==> src/design/aabb_pkg.sv <==
`default_nettype none
// ----------------------------------------------------------------------------
// aabb_pkg
// shared constants and types for the bounding box builder
// ----------------------------------------------------------------------------
package aabb_pkg;

  localparam int COORD_WIDTH_DEF = 32;
  localparam int COEFF_WIDTH_DEF = 16;

  localparam int OP_W      = 2;
  localparam int CFG_IDX_W = 3;

  // operation codes
  localparam logic [OP_W-1:0] OP_START = 2'd0;
  localparam logic [OP_W-1:0] OP_ADD   = 2'd1;
  localparam logic [OP_W-1:0] OP_TEST  = 2'd2;

  // configuration register indexes
  localparam logic [CFG_IDX_W-1:0] REG_ROW_X   = 3'd0;
  localparam logic [CFG_IDX_W-1:0] REG_ROW_Y   = 3'd1;
  localparam logic [CFG_IDX_W-1:0] REG_ROW_Z   = 3'd2;
  localparam logic [CFG_IDX_W-1:0] REG_SHIFT_X = 3'd3;
  localparam logic [CFG_IDX_W-1:0] REG_SHIFT_Y = 3'd4;
  localparam logic [CFG_IDX_W-1:0] REG_SHIFT_Z = 3'd5;

  // stage enables handed to the transform rows
  typedef struct packed {
    logic mul_en;
    logic sum_en;
  } pipe_ctl_t;

endpackage
`default_nettype wire

==> src/design/aabb_row.sv <==
`default_nettype none
// ----------------------------------------------------------------------------
// aabb_row
// one output axis of the affine transform: registered products, then
// sum, fraction drop, translation and saturation into a registered result
// ----------------------------------------------------------------------------
module aabb_row #(
  parameter int COORD_WIDTH = aabb_pkg::COORD_WIDTH_DEF,
  parameter int COEFF_WIDTH = aabb_pkg::COEFF_WIDTH_DEF
) (
  input  wire logic                          clk,
  input  wire aabb_pkg::pipe_ctl_t           ctl,
  input  wire logic [3*COEFF_WIDTH-1:0]      coef_row,
  input  wire logic signed [COORD_WIDTH-1:0] shift,
  input  wire logic signed [COORD_WIDTH-1:0] pt_x,
  input  wire logic signed [COORD_WIDTH-1:0] pt_y,
  input  wire logic signed [COORD_WIDTH-1:0] pt_z,
  output logic signed [COORD_WIDTH-1:0]      t_r
);

  localparam int PROD_W = COORD_WIDTH + COEFF_WIDTH;
  localparam int SUM_W  = PROD_W + 2;
  localparam int FRAC   = COEFF_WIDTH / 2;
  localparam int SCL_W  = SUM_W - FRAC;
  localparam int TOT_W  = SCL_W + 1;

  logic signed [COEFF_WIDTH-1:0] k    [3];
  logic signed [COORD_WIDTH-1:0] p    [3];
  logic signed [PROD_W-1:0]      prod_r   [3];
  logic signed [PROD_W-1:0]      prod_nxt [3];

  logic signed [SUM_W-1:0] sum;
  logic signed [SCL_W-1:0] scaled;
  logic signed [TOT_W-1:0] total;
  logic                    fits;
  logic signed [COORD_WIDTH-1:0] t_nxt;

  always_comb begin
    p[0] = pt_x;
    p[1] = pt_y;
    p[2] = pt_z;
    for (int c = 0; c < 3; c++) begin
      k[c]        = coef_row[c*COEFF_WIDTH +: COEFF_WIDTH];
      prod_nxt[c] = PROD_W'(k[c]) * PROD_W'(p[c]);
    end
  end

  always_ff @(posedge clk) begin
    if (ctl.mul_en) begin
      prod_r <= prod_nxt;
    end
  end

  // exact sum, floor drop of the fraction, then translate and clamp
  always_comb begin
    sum    = SUM_W'(prod_r[0]) + SUM_W'(prod_r[1]) + SUM_W'(prod_r[2]);
    scaled = sum[SUM_W-1:FRAC];
    total  = TOT_W'(scaled) + TOT_W'(shift);
    fits   = (&total[TOT_W-1:COORD_WIDTH-1]) | ~(|total[TOT_W-1:COORD_WIDTH-1]);
    if (fits) begin
      t_nxt = total[COORD_WIDTH-1:0];
    end else if (total[TOT_W-1]) begin
      t_nxt = {1'b1, {(COORD_WIDTH-1){1'b0}}};
    end else begin
      t_nxt = {1'b0, {(COORD_WIDTH-1){1'b1}}};
    end
  end

  always_ff @(posedge clk) begin
    if (ctl.sum_en) begin
      t_r <= t_nxt;
    end
  end

endmodule
`default_nettype wire

==> config.mk <==
export PLATFORM = sky130hd
export DESIGN_NAME = aabb_row
export DESIGN_NICKNAME = d
export VERILOG_FILES = /design/src/design/aabb_pkg.sv /design/src/design/aabb_row.sv
export SDC_FILE = /design/constraint.sdc
export NUM_CORES = 2
export LEC_CHECK = 0
export ABC_AREA = 1
export BUFFER_PORTS_ARGS = -buffer_cell sky130_fd_sc_hd__buf_2
export CORE_MARGIN = 3
export CORE_UTILIZATION = 35
export DETAILED_ROUTE_END_ITERATION = 12
export PLACE_DENSITY_LB_ADDON = 0.15
export SLEW_MARGIN = 20
export SYNTH_ARGS = -nofsm -noshare
export SYNTH_HDL_FRONTEND = slang
export SYNTH_SLANG_ARGS = --single-unit
==> constraint.sdc <==
create_clock -name clk -period 6.5 [get_ports clk]
set_input_delay 1.3 -clock clk [delete_from_list [all_inputs] [get_ports clk]]
set_output_delay 1.3 -clock clk [all_outputs]
set_load 0.02 [all_outputs]
; ---- After elaboration in Yosys (flattened, before gate mapping)
; Cells that the tools add are included.
[word_totals]
reg_bits = 176
latch_bits = 0
ramBits = 0
rom_bits = 0
input_bits = 179
out_inout_bits = 32
wordCells = 16
n_memories = 0
[classes]
addsub = 3
n_mul = 3
div = 0
magnitude_cmp = 0
eq_ne = 0
shifts = 0
muxes = 2
bitwise_logic = 2
n_reduce_logical = 2
[ops]
columns = cell, count
row1 = 16-bit by 32-bit multiplier with 48-bit output, 3
row2 = 32-bit 2-to-1 mux, 2
row3 = 49-bit by 48-bit adder with 50-bit output, 1
row4 = 48-bit by 48-bit adder with 49-bit output, 1
row5 = 42-bit by 32-bit adder with 43-bit output, 1
row6 = 12-bit AND reduction, 1
row7 = 12-bit OR reduction, 1
row8 = 1-bit NOT, 1
row9 = 1-bit bitwise OR, 1

; ---- Longest topological paths before layout
[depth]
depth_word = 7
depth_mapped = 37
mapped_depth_nobuf = 36

; ---- Least setup slack after synthesis
; Ideal clock, no wire load.
[synth_path]
kind = input-to-reg
startpoint = in pt_y[20]
endpoint = reg prod_r[95] in the netlist's numbering (data pin)
setup_ns = 0.260
arrival_time_ns = 6.593
t_required_ns = 6.240
slack_ns = -0.354
cell_stages = 26
n_path_buf = 2
cell_sequence = clkbuf_1 > clkbuf_1 > nand2_1 > fa_1 > inv_1 > fa_1 > inv_1 > fa_1 > inv_1 > fa_1 > fa_1 > inv_1 > fa_1 > inv_1 > ha_1 > nand2_1 > nor2_1 > inv_1 > nor3_1 > inv_1 > o21ai_0 > nor2_1 > o21ai_0 > nand4_1 > nand2_1 > xor2_1
[synth_rtl]
columns = element, line
row1 = from (decl), aabb_row.sv:16  ; input wire logic signed [COORD_WIDTH-1:0] pt_y,
row2 = to (signal assigned), aabb_row.sv:50  ; prod_r <= prod_nxt;
row3 = to (decl), aabb_row.sv:29  ; logic signed [PROD_W-1:0] prod_r [3];

==> metrics <==
Synth top area share=around 44%; Synth cell types=44; global-route wire length before repair=327.3 mm; detailed placement HPWL=180.3 mm; nets=11620; drt via density=between 4 and 5; Final Hold Vio Count=0; register area share after synthesis=between 7 and 8%; Mapped Cells=between 8000 and 9000; crit-path max cell delay=roughly 600 ps; commonest non-fill, non-tap cell in the layout=inv_1; drt initial violations=~3400; synth top area cells=fa_1 44%, inv_1 14%, nand2_1 12%; max layer used=met4; Final Setup Violations=0; most frequent cells in the layout=2436 x inv_1, 2166 x nand2_1, 1480 x fa_1, 916 x buf_4, 365 x ha_1; status=complete, no violations; Routed WL=206.5 mm; kind of critical path=primary input to flop; worst skew pair latency=roughly 470 ps; Hold Path Class=primary input to flop; clk sink count=between 150 and 200; met2 WL=96.46 mm; Chip Width=around 450 um; clock-pin slew on the worst setup and hold paths=approximately 80 ps; Pins Over Slew Limit=0; relative slew slack=45.20%; IO Port Bufs=between 200 and 250; final weighted congestion in routability-driven placement=0.9217; synth warn=0; core region area=approximately 190000 um2; period utilisation layout=between 90% and 100%; io pins=approximately 210; Core Util, Final=43.26%; CP Capture Type=flop; Top FF cell, synth=edfxtp_1; Min Clock Period, post-route=6465 ps; worst-margin pin slew=slightly above 800 ps; share of post-route cells with drive strength above 1=between 15 and 20%; routed len/inst=17.16 um; Layout area overhead=22.00%; grt ovf=0; CTS tree=built; vias in the first global route=approximately 59000; Chip Height=about 450 um; highest clock rate=around 0.15 GHz; post-synthesis area per instance=between 7 and 8 um2; #FFs+latches synth=176; largest area contributor in the netlist=fa_1; 1st-pass router iterations=5; Max Root-Sink Buffers=2; CTS buffer count=17; crit-path leading delay family=adder cells; final antenna-violating net count=0; Post-synth ARST share=0%; antenna violations before repair=5; WL met3=roughly 7.8 mm; FP Rows=160; Initial Utilization=a little over a third; Post-synth EDFFs=176; Worst Path Required=around 6700 ps; die area=between 150000 and 200000 um2; number of max-cap violations=0; cells along the critical path=buf_12, buf_12, buf_12, nand2_4, inv_2, fa_1, inv_1, fa_1, inv_2, fa_2, fa_2, fa_1, inv_2, fa_1, inv_2, ha_4, buf_6, nand2_4, nor2_4, inv_2, nor4b_4, nand2_1, o211ai_1, xor2_1; setup repair after global routing missed its margin=yes; wl on met1=100.1 mm; pin count of the biggest net entering global routing=60; Syn Nets=about 11000; Crit path arrival time=about 6700 ps; slowest stage cell, crit path=fa_2; Buf/Inv on CP=10; GRT Util Overall=20.71%; # DRC=0; vias=~56000; critical path peak fanout=6; Critical Path Most Common Cell=inv_2; Syn Std Cell Area=between 60000 and 70000 um2; Final Skew=around 13 ps; Worst Setup Start Kind=primary input; H-tree levels=4; clk root buf=clkbuf_16
-- synth_stat cells, types with 3 or more instances --
master       n
inv_1     2466
nand2_1   2207
fa_1      1506
ha_1       434
nor2_1     371
clkbuf_1   301
a21oi_1    282
edfxtp_1   176
o21ai_0    153
xor2_1     133
nand3_1    103
xnor2_1     94
a31oi_1     56
nand4_1     37
or2_2       34
o21a_1      25
a21o_1      21
nor3_1      21
nor4_1      17
o21bai_1    17
nor2_2      15
nand2_2     11
o211ai_1    11
a21boi_0    10
and3_1       8
nand3_2      8
buf_6        6
a221oi_1     5
o221ai_1     5
inv_2        3
-- state kept, by name (all words and copies together), names as in the netlist --
register	flops
prod_r	144
t_r	32
-- worst reg2reg max path: cells and delay by family (launching register included) --
family | cells | cell delay (ps)
AOI/OAI and AO/OA | 4 | 1070
xor gates and xnor gates | 1 | 390
adders and majority gates | 3 | 1220
buffers and inverters | 6 | 630
DFF | 1 | 410
and+or+nand+nor | 16 | 1940
-- final cells by class --
class	instances	area (um2)
Fill cell	19490	108600
Clock inverter	14	170.2
Inverter	2469	9283
Timing Repair Buffer	1233	10480
Sequential cell	176	5285
Clock buffer	18	429.2
Tap cell	2511	3142
Antenna cell	4	10.01
Multi-Input combinational cell	5603	54000
-- stage by stage --
step / area [um2] / setup TNS, ps / cells / worst slack [ps] / hold WS [ps]
final: 82800 / 0 / 12030 / 35.44 / 1247
after global routing: 82800 / -838.7 / 12030 / -122.8 / 1229
after CTS: 79910 / -58.28 / 11970 / -58.28 / 1220
after detailed placement: 79120 / -58950 / 11940 / -1111 / 1366
after global placement: 79120 / -56620 / 11940 / -1133 / 1355
after floorplan: 68470 / 0 / 8555 / 0.3673 / 1062
-- repair_timing --
action	4_1_cts	5_1_grt
setup endpoints to repair	73	87
buffers inserted	0	39
hold buffers	0	0
resized for setup	54	559
pin swaps	2	163
cloned	0	16
-- path summary, 6_finish.rpt --
check                       start                    to  slack, ps  depth (start not counted)
max                      pt_z[15]  prod_r[44]$_DFFE_PP_         40                         24
max reg2reg   prod_r[5]$_DFFE_PP_     t_r[27]$_DFFE_PP_        600                         30
min reg2reg  prod_r[56]$_DFFE_PP_      t_r[0]$_DFFE_PP_       1390                          6
min                        ctl[1]   prod_r[1]$_DFFE_PP_       1250                          1
-- per-layer routing --
metal	GRT usage, %	vias up
li1	-	26490
met1	30.84	28240
met2	34.45	1087
met3	1.114	113
met4	1.898	0
met5	0	-
-- logic make-up (layout without fill, tap and decap cells) --
group           Yosys count  count (layout)  share of synthesized area, %
buf+inv                2776            3734                         15.42
simple gates           2841            2841                         16.53
flops                   176             176                         7.787
xor+xnor                227             227                         2.929
compound gates          595             595                         4.913
other cells               0               4                             0
fa+ha+maj              1940            1940                         52.42
Power is not shown: default switching activity piles up to over one toggle a cycle in this logic, so the estimate is an artifact.
